### src/hdl/mdrp_pkg.sv
// Package with the codes and types shared by the duty ramp profile block.
`timescale 1ns / 1ps
package mdrp_pkg;

  // Item kinds.
  localparam logic [1:0] KIND_TICK  = 2'd0;
  localparam logic [1:0] KIND_START = 2'd1;
  localparam logic [1:0] KIND_SET   = 2'd2;

  // Test modes carried by a start beat.
  localparam logic [1:0] MODE_SHORT    = 2'd0;
  localparam logic [1:0] MODE_LONG     = 2'd1;
  localparam logic [1:0] MODE_THROTTLE = 2'd2;

  // Configuration register indexes.
  localparam logic [1:0] CFG_FLOOR   = 2'd0;
  localparam logic [1:0] CFG_CEILING = 2'd1;
  localparam logic [1:0] CFG_HOLD    = 2'd2;

  localparam int unsigned LEN_BITS   = 10;
  localparam int unsigned TICK_BITS  = 16;
  localparam int unsigned FIELD_BITS = 16;

  typedef enum logic [1:0] {
    PH_IDLE = 2'd0,
    PH_RISE = 2'd1,
    PH_HOLD = 2'd2,
    PH_FALL = 2'd3
  } phase_t;

  typedef enum logic [1:0] {
    ST_IDLE,
    ST_EXEC,
    ST_DIV,
    ST_DONE
  } state_t;

endpackage

### src/hdl/motor_duty_ramp_profile_top.sv
// Motor duty ramp profile generator with a shared serial divider for the ramp step.
//
//  channel  | signals                                          | direction
//  ---------+--------------------------------------------------+----------
//  item     | item_valid, item_stall, kind .. duty_value        | in
//  result   | result_valid, result_stall, duty_out .. finished  | out
//  config   | cfg_write, cfg_index, cfg_data                    | in
//
// A tick or set-duty beat is latched at acceptance, runs the execute state and
// loads its result in the done state; the next beat is taken in the cycle after.
// A start beat, and a tick that enters the fall, with a length of 2 or more also
// pass the divider state: the restoring divider retires one quotient bit a cycle.
// Reset (rst, synchronous) empties the result register and clears the profile.
// A new item is taken once the previous result is loaded; result_stall only
// holds a finished result and delays the load of the next one.
`timescale 1ns / 1ps
module motor_duty_ramp_profile_top #(
  parameter int unsigned DUTY_BITS = 16
) (
  input  logic                                clk,
  input  logic                                rst,
  input  logic                                item_valid,
  output logic                                item_stall,
  input  logic [1:0]                          kind,
  input  logic [1:0]                          test_mode,
  input  logic [mdrp_pkg::LEN_BITS-1:0]       rise_ticks,
  input  logic [11:0]                         stay_ticks,
  input  logic [mdrp_pkg::LEN_BITS-1:0]       fall_ticks,
  input  logic [mdrp_pkg::FIELD_BITS-1:0]     duty_value,
  output logic                                result_valid,
  input  logic                                result_stall,
  output logic [mdrp_pkg::FIELD_BITS-1:0]     duty_out,
  output logic [1:0]                          phase,
  output logic                                accepted,
  output logic                                finished,
  input  logic                                cfg_write,
  input  logic [1:0]                          cfg_index,
  input  logic [mdrp_pkg::FIELD_BITS-1:0]     cfg_data
);
  import mdrp_pkg::*;

  // Duty values never exceed the 16-bit register fields.
  localparam int unsigned DW = (DUTY_BITS < FIELD_BITS) ? DUTY_BITS : FIELD_BITS;
  localparam int unsigned CW = $clog2(DW + 1);

  // Configuration.
  logic [DW-1:0]        cfg_floor;
  logic [DW-1:0]        cfg_ceiling;
  logic [TICK_BITS-1:0] cfg_hold;

  // Profile state.
  phase_t               phase_reg;
  logic [DW-1:0]        duty_level;
  logic [DW-1:0]        step_size;
  logic [TICK_BITS-1:0] ticks_left;
  logic [LEN_BITS-1:0]  held_fall_len;
  logic [TICK_BITS-1:0] held_hold_len;

  // Latched item.
  logic [1:0]           it_kind;
  logic [1:0]           it_mode;
  logic [LEN_BITS-1:0]  it_rise;
  logic [11:0]          it_stay;
  logic [LEN_BITS-1:0]  it_fall;
  logic [DW-1:0]        it_dval;

  // Result waiting for the output register.
  logic                 res_acc;
  logic                 res_fin;

  // Serial divider.
  logic [LEN_BITS-1:0]  div_rem;
  logic [DW-1:0]        div_quo;
  logic [LEN_BITS-1:0]  div_den;
  logic [CW-1:0]        div_cnt;
  logic [LEN_BITS:0]    div_trial;
  logic                 div_ge;
  logic [LEN_BITS:0]    div_diff;
  logic [DW-1:0]        div_quo_next;
  logic [LEN_BITS-1:0]  div_rem_next;

  state_t state, state_next;

  // Execute-step values.
  logic [DW-1:0]        span;
  phase_t               phase_next;
  logic [DW-1:0]        duty_next;
  logic [TICK_BITS-1:0] ticks_next;
  logic [TICK_BITS-1:0] ticks_dec;
  logic [LEN_BITS-1:0]  fall_len_next;
  logic [TICK_BITS-1:0] hold_len_next;
  logic                 acc_next;
  logic                 fin_next;
  logic                 div_go;
  logic [LEN_BITS-1:0]  div_len;
  logic [DW:0]          rise_sum;
  logic [DW:0]          fall_lim;
  logic [DW-1:0]        dval_hi;
  logic                 result_load;

  always_comb begin
    span = (cfg_ceiling > cfg_floor) ? (cfg_ceiling - cfg_floor) : '0;
    ticks_dec = (ticks_left != '0) ? (ticks_left - 1'b1) : ticks_left;
    rise_sum = {1'b0, duty_level} + {1'b0, step_size};
    fall_lim = {1'b0, cfg_floor} + {1'b0, step_size};
    dval_hi = (it_dval > cfg_ceiling) ? cfg_ceiling : it_dval;
  end

  // Divider iteration: one quotient bit per cycle.
  always_comb begin
    div_trial = {div_rem, div_quo[DW-1]};
    div_diff = div_trial - {1'b0, div_den};
    div_ge = (div_trial >= {1'b0, div_den});
    div_rem_next = div_ge ? div_diff[LEN_BITS-1:0] : div_trial[LEN_BITS-1:0];
    div_quo_next = {div_quo[DW-2:0], div_ge};
  end

  // Execute step: everything but the division of a new ramp step.
  always_comb begin
    phase_next = phase_reg;
    duty_next = duty_level;
    ticks_next = ticks_left;
    fall_len_next = held_fall_len;
    hold_len_next = held_hold_len;
    acc_next = 1'b0;
    fin_next = 1'b0;
    div_go = 1'b0;
    div_len = '0;
    unique case (it_kind)
      KIND_START: begin
        if (phase_reg == PH_IDLE && it_mode <= MODE_THROTTLE) begin
          acc_next = 1'b1;
          duty_next = cfg_floor;
          ticks_next = TICK_BITS'(it_rise) + 1'b1;
          fall_len_next = it_fall;
          case (it_mode)
            MODE_SHORT: hold_len_next = TICK_BITS'(it_stay);
            MODE_LONG:  hold_len_next = cfg_hold;
            default:    hold_len_next = '0;
          endcase
          phase_next = PH_RISE;
          div_go = 1'b1;
          div_len = it_rise;
        end
      end
      KIND_SET: begin
        duty_next = (dval_hi < cfg_floor) ? cfg_floor : dval_hi;
      end
      KIND_TICK: begin
        case (phase_reg)
          PH_RISE: begin
            duty_next = (rise_sum > {1'b0, cfg_ceiling}) ? cfg_ceiling : rise_sum[DW-1:0];
            ticks_next = ticks_dec;
            if (ticks_dec == '0) begin
              if (held_hold_len != '0) begin
                ticks_next = held_hold_len;
                phase_next = PH_HOLD;
              end else begin
                ticks_next = TICK_BITS'(held_fall_len) + 1'b1;
                phase_next = PH_FALL;
                div_go = 1'b1;
                div_len = held_fall_len;
              end
            end
          end
          PH_HOLD: begin
            ticks_next = ticks_dec;
            if (ticks_dec == '0) begin
              ticks_next = TICK_BITS'(held_fall_len) + 1'b1;
              phase_next = PH_FALL;
              div_go = 1'b1;
              div_len = held_fall_len;
            end
          end
          PH_FALL: begin
            duty_next = ({1'b0, duty_level} < fall_lim) ? cfg_floor : (duty_level - step_size);
            ticks_next = ticks_dec;
            if (ticks_dec == '0) begin
              phase_next = PH_IDLE;
              fin_next = 1'b1;
            end
          end
          default: begin
          end
        endcase
      end
      default: begin
      end
    endcase
  end

  // Sequencer next state.
  always_comb begin
    state_next = state;
    unique case (state)
      ST_IDLE: if (item_valid) state_next = ST_EXEC;
      ST_EXEC: state_next = (div_go && div_len > LEN_BITS'(1)) ? ST_DIV : ST_DONE;
      ST_DIV:  if (div_cnt == CW'(1)) state_next = ST_DONE;
      ST_DONE: if (!result_valid || !result_stall) state_next = ST_IDLE;
      default: state_next = ST_IDLE;
    endcase
  end

  // Sequencer outputs.
  always_comb begin
    item_stall = (state != ST_IDLE);
    result_load = (state == ST_DONE) && (!result_valid || !result_stall);
  end

  always_ff @(posedge clk) begin
    if (rst) begin
      state <= ST_IDLE;
      result_valid <= 1'b0;
      cfg_floor <= '0;
      cfg_ceiling <= DW'(16'hFFFF);
      cfg_hold <= TICK_BITS'(60);
      phase_reg <= PH_IDLE;
      duty_level <= '0;
      step_size <= '0;
      ticks_left <= '0;
      held_fall_len <= '0;
      held_hold_len <= '0;
    end else begin
      state <= state_next;
      if (cfg_write) begin
        case (cfg_index)
          CFG_FLOOR:   cfg_floor <= cfg_data[DW-1:0];
          CFG_CEILING: cfg_ceiling <= cfg_data[DW-1:0];
          CFG_HOLD:    cfg_hold <= cfg_data;
          default: begin
          end
        endcase
      end
      if (result_load) begin
        result_valid <= 1'b1;
      end else if (!result_stall) begin
        result_valid <= 1'b0;
      end
      if (state == ST_EXEC) begin
        phase_reg <= phase_next;
        duty_level <= duty_next;
        ticks_left <= ticks_next;
        held_fall_len <= fall_len_next;
        held_hold_len <= hold_len_next;
        // A length of 0 or 1 takes the whole span as the step.
        if (div_go && div_len <= LEN_BITS'(1)) step_size <= span;
      end
      if (state == ST_DIV && div_cnt == CW'(1)) begin
        step_size <= div_quo_next;
      end
    end
  end

  // Payload and datapath registers without reset.
  always_ff @(posedge clk) begin
    if (state == ST_IDLE && item_valid) begin
      it_kind <= kind;
      it_mode <= test_mode;
      it_rise <= rise_ticks;
      it_stay <= stay_ticks;
      it_fall <= fall_ticks;
      it_dval <= duty_value[DW-1:0];
    end
    if (state == ST_EXEC) begin
      res_acc <= acc_next;
      res_fin <= fin_next;
      div_rem <= '0;
      div_quo <= span;
      div_den <= div_len - 1'b1;
      div_cnt <= CW'(DW);
    end else if (state == ST_DIV) begin
      div_rem <= div_rem_next;
      div_quo <= div_quo_next;
      div_cnt <= div_cnt - 1'b1;
    end
    if (result_load) begin
      duty_out <= FIELD_BITS'(duty_level);
      phase <= phase_reg;
      accepted <= res_acc;
      finished <= res_fin;
    end
  end

  a_ticks_live: assert property (@(posedge clk) disable iff (rst)
    phase_reg != PH_IDLE |-> ticks_left != '0)
    else $error("active phase with no ticks left");

  a_finish_idle: assert property (@(posedge clk) disable iff (rst)
    result_valid && finished |-> phase == PH_IDLE)
    else $error("finished result without idle phase");

  a_accept_rise: assert property (@(posedge clk) disable iff (rst)
    result_valid && accepted |-> phase == PH_RISE && !finished)
    else $error("accepted start not reported as rising");

  a_div_exit: assert property (@(posedge clk) disable iff (rst)
    state == ST_DIV |=> state == ST_DIV || state == ST_DONE)
    else $error("divider left by a wrong path");

  a_div_count: assert property (@(posedge clk) disable iff (rst)
    state == ST_DIV |-> div_cnt != '0)
    else $error("divider running with an empty count");

endmodule

### config.mk
export PLATFORM = sky130hd
export DESIGN_NAME = motor_duty_ramp_profile_top
export DESIGN_NICKNAME = d
export VERILOG_FILES = /design/src/hdl/mdrp_pkg.sv /design/src/hdl/motor_duty_ramp_profile_top.sv
export SDC_FILE = /design/constraint.sdc
export NUM_CORES = 1
export LEC_CHECK = 0
export BUFFER_PORTS_ARGS = -buffer_cell sky130_fd_sc_hd__buf_2
export CAP_MARGIN = 0
export CORE_MARGIN = 2
export CORE_UTILIZATION = 35
export CTS_BUF_LIST = sky130_fd_sc_hd__clkbuf_8
export CTS_CLUSTER_DIAMETER = 80
export DETAILED_ROUTE_END_ITERATION = 10
export PLACE_DENSITY = 0.49
export SYNTH_ARGS = -nofsm -noshare
export SYNTH_HDL_FRONTEND = slang
export SYNTH_SLANG_ARGS = --single-unit
### constraint.sdc
create_clock -name clk -period 11.1 [get_ports clk]
set_clock_uncertainty 0.1 [all_clocks]
set_input_delay 1.665 -clock clk [delete_from_list [all_inputs] [get_ports clk]]
set_output_delay 1.665 -clock clk [all_outputs]
set_load 0.1 [all_outputs]
# == Yosys cells after proc, flatten, opt, wreduce, memory -nomap -nowiden ==
# Cells that the tools add are included.
# Widths: inputs -> output; s select.
# op_classes
magnitude_cmp,9
reduce_logical,33
add_sub_neg,10
n_eq_ne,22
n_mux,48
# op_table
op,n
$mux 16,16
$pmux 16 s2,3
$pmux 16 s3,2
$mux 10,5
$pmux 10 s2,2
$add 16x16->17,2
$gt 16x16->1,2
$reduce_bool 16->1,2
$sub 16x16->16,2
$add 10x1->11 const B,2
$gt 17x16->1,1
$lt 16x17->1,1
$logic_not 16->1,1
$lt 16x16->1,1
$sub 16x1->16 const B,1
$mux 2,7
$eq 2x2->1 const B,6
$ge 11x10->1,1
$eq 2x1->1 const B,5
$gt 10x1->1 const B,1
$le 10x1->1 const B,1
$logic_not 2->1,5
$reduce_and 2->1,5
$reduce_bool 2->1,5
other kinds (22),43
# word_totals
wordCells,149
inputBits,75
regBits,242
out_inout_bits,22

# == Depth between registers and ports, before layout ==
# logic_depth
depth_word,11
depth_mapped,22
ltp_nobuf,20

# == Worst setup path before layout ==
# No wires, ideal clock.
# synth_path
kind,register to register
startpoint,register cfg_ceiling[15]
endpoint,register duty_level[1]
stages_incl_launch_ff,22
setup_time_ns,0.129
n_path_buf,3
arrival_ns,4.532
synth_period_minus_slack_ns,4.761
t_required_ns,10.871
path_slack_ns,6.339
cell_sequence,dfxtp_1 > inv_1 > ha_1 > nand3_1 > nor4_2 > a211oi_1 > a21oi_2 > buf_2 > mux2_2 > ha_1 > a21oi_1 > o22ai_1 > nor2_1 > nor4b_1 > o21ai_0 > o21bai_1 > a221oi_1 > buf_4 > buf_4 > mux2_2 > a21oi_1 > nor3_1
# synth_between
elab_chain_cells,5
word_cells_on_any_way,8
cone_classes,order compare: 3; mux: 5
# synth_lines
element,line,rtl
start: declaration,motor_duty_ramp_profile_top.sv:48,logic [DW-1:0] cfg_ceiling;
start signal: assignment,motor_duty_ramp_profile_top.sv:215,cfg_ceiling <= DW'(16'hFFFF);
start signal: assignment,motor_duty_ramp_profile_top.sv:228,CFG_CEILING: cfg_ceiling <= cfg_data[DW-1:0];
$gt 16x16->1,motor_duty_ramp_profile_top.sv:106,dval_hi = (it_dval > cfg_ceiling) ? cfg_ceiling : it_dval;
$mux 16,motor_duty_ramp_profile_top.sv:106,
$lt 16x16->1,motor_duty_ramp_profile_top.sv:147,duty_next = (dval_hi < cfg_floor) ? cfg_floor : dval_hi;
$mux 16,motor_duty_ramp_profile_top.sv:147,
$pmux 16 s3 (*),motor_duty_ramp_profile_top.sv:129,unique case (it_kind)
end signal: assignment,motor_duty_ramp_profile_top.sv:241,duty_level <= duty_next;
end: declaration,motor_duty_ramp_profile_top.sv:53,logic [DW-1:0] duty_level;
# Every way passes the cells marked *; elsewhere a longest branch is shown, timed or not.
# A chain may end at the register's enable or synchronous reset.

# == Worst setup path in the final report ==
# layout_path
startpoint,register cfg_ceiling[14]
endpoint,register duty_level[13]
# The elaborated chain is that of the path after synthesis.

==> impl_results.md <==
- PortBufs: 96
- Placed Area: 17,300 um^2
- First-pass GRT wire length: 78,600 um
- Yosys reg bits: 242
- Clock sinks: 242
- Setup crit start kind: flip-flop
- Hpwl dp: 39,000 um
- Largest net degree at the start of global routing: 76
- Layout cell share with drive strength beyond 1: 12.4%
- Clk slew on worst S/H paths: 0.06 ns
- Post-synth top area share: 18.5%
- Worst hold path type: flip-flop to flip-flop
- H-Tree Depth: 2
- Cell variety after synth: 78
- Ant diodes: 0
- Met2 wire len: 21,500 um
- Number of setup buffers added after CTS: 0
- Crit path kind: flip-flop to flip-flop
- Total routed wirelength: 50,500 um
- Worst Tran Pin Value: 1.04 ns
- Max rail drop VDD: 0.101 mV
- Final setup viols: 0
- Worst hold endpoint: accepted
- Reg2reg setup slack: 4.85 ns
- Status: finished clean
- PostCTS Resize Cnt: 0
- R2R depth: 19
- Setup_tns: 0 ns
- Final core occ: 40.1%
- Drt wl/cell: 19.7 um
- Initial antenna violation count: 0
- CTS Buffer Depth: 3
- CTS Root Cell: clkbuf_8
- DR top layer: met4
- Post-synth EDFFs: 100
- Synth Instances: 1,852
- Combined area of the multi-input logic cells: 9700 um^2
- Worst-path maximum fanout: 17
- Period utilization: 56.3%
- Yosys top cell by area: edfxtp_1
- Metal-1 WL: 25,000 um
- Inserted Clock Buffers: 48
- Fmax: 0.160 GHz
- R2R Path Start: cfg_ceiling[14]
- DRC Markers: 0
- CTS tree: built
- Full die area: 48,200 um^2
- Yosys warnings: 0
- Core Area: 45,600 um^2
- WL met3: 2610 um
- Hold_sp: res_acc
- Initial core utilization: 35.7%
- Vias in the first global route: 13.6k
- CP Capture Type: flip-flop
- P&R area growth vs syn: 12.3%
- Routed vias: 13.9k
- Max-slew violations: 0
- DIE WIDTH: 220 um
- Hold Buf Count CTS: 0
- IO Count: 97
- Rows: 78
- RSZ-0062 raised after global routing: false
- Count leader, synth: nand2_1
- Post-Syn Area per Cell: 8.78 um^2
- Main synth FF type: dfxtp_1
- Fin crit period: 6.25 ns
- FF-to-FF End: duty_level[13]
- Hold Path Depth: 0
- Nets: 2,157
- Height of the die: 220 um
- Total grt overflow: 0
- Final Wtd Congestion: 0.881
- Vias/cell: 5.42
- Sequential-to-total area share from yosys stat: 36.0%
- Pwr Density: 219 nW/um^2
- Worst hold slack: 0.316 ns
- Synth async-reset ratio: 0%
- Antenna Nets Post-Route: 0
- Pwr Total: 0.00400 W
- Max cap viols: 0
- FILL cells: 4,661
- Syn nets: 2,083
- Worst-skew pair later-pin latency: 0.64 ns
- Cell area after layout: 18,300 um^2
- GRT Overall Usage: 21.1%
- Synth cell count leaders: 216 x nand2_1, 180 x a21oi_1, 151 x ha_1
- Max-slew headroom: 30.5%
- P_leak: 7.55 nW
- Critical Path AT: 6.64 ns
- Iter 0 DRT Violations: 959
- CP Data Required Time: 11.49 ns
- Drt first pass iters: 5
- Post-Synthesis Cell Area: 16,300 um^2
- Final hold violation count: 0
- FF+latch area: 5850 um^2
- Top cells by area, synth: edfxtp_1 18%, dfxtp_1 17%, ha_1 12%, a21oi_1 5.5%, nand2_1 5.0%
==> through the flow <==
step	instances	worst slack (ns)
after floorplan	1852	6.34
after global placement	2476	4.96
after detailed placement	2476	4.89
after CTS	2565	4.88
after global routing	2565	4.29
final	2565	4.85
==> power breakdown <==
part           total, W  switching (W)  internal [W]
clock network  0.000954       0.000417      0.000537
logic           0.00174        0.00109      0.000650
registers       0.00130       0.000153       0.00115
==> logic make-up after synthesis <==
group / count (synthesis) / share of synthesized area (%)
compound gates: 482 / 18.6
xor+xnor: 83 / 4.47
fa+ha+maj: 156 / 12.2
buf+inv: 189 / 4.56
flops: 242 / 36.0
mux: 100 / 6.46
simple gates: 600 / 17.8
==> routing by layer <==
metal,track usage [%],up-vias
met5,0,-
met1,30.8,6598
met2,31.7,371
met3,3.71,77
met4,6.19,0
li1,-,6850
==> layout make-up <==
class / instances / share of cell area [%]
tap: 600 / 4.11
sequential: 242 / 32.0
inverter: 103 / 2.12
timing repair buffer: 110 / 3.22
clock inverter: 39 / 1.66
clock buffer: 50 / 3.77
multi-input combinational: 1421 / 53.1
==> critical path: stages, from the launching register on <==
cell,delay [ns]
dfxtp_1,0.39
inv_1,0.10
ha_1,0.31
nand3_1,0.18
nor4_2,0.45
a211oi_1,0.19
a21oi_2,0.75
mux2_2,0.44
ha_1,0.29
a21oi_1,0.16
o22ai_1,0.10
nor2_1,0.13
nor4b_1,0.25
o21ai_0,0.12
o21bai_1,0.18
a221oi_2,0.74
buf_4,0.35
mux2_2,0.35
a2111oi_0,0.41
o41ai_1,0.12
==> placed cells by master (no fill, tap or decap), types with 14 or more instances in the layout <==
master,n
a211oi_1,31
a21o_1,22
a21oi_1,180
a31oi_1,15
and3_1,14
buf_2,95
buf_4,15
clkbuf_8,50
dfxtp_1,142
edfxtp_1,100
ha_1,150
inv_1,123
mux2_2,39
mux2i_1,61
nand2_1,216
nand3_1,35
nand3b_1,30
nand4_1,23
nor2_1,149
nor2b_1,18
nor3_1,46
o211ai_1,14
o21ai_0,84
o21ai_1,16
xnor2_1,48
xor2_1,35
==> worst max-delay path by stage <==
stage                          startpoint        endpoint  slack, ns
after floorplan           cfg_ceiling[15]   duty_level[1]       6.34
after global routing      cfg_ceiling[14]  duty_level[13]       4.29
after CTS                 cfg_ceiling[14]  duty_level[13]       4.88
final                     cfg_ceiling[14]  duty_level[13]       4.85
after global placement    cfg_ceiling[15]  duty_level[13]       4.96
after detailed placement  cfg_ceiling[14]  duty_level[13]       4.89
Note: power is estimated with default switching activity, not from simulation.
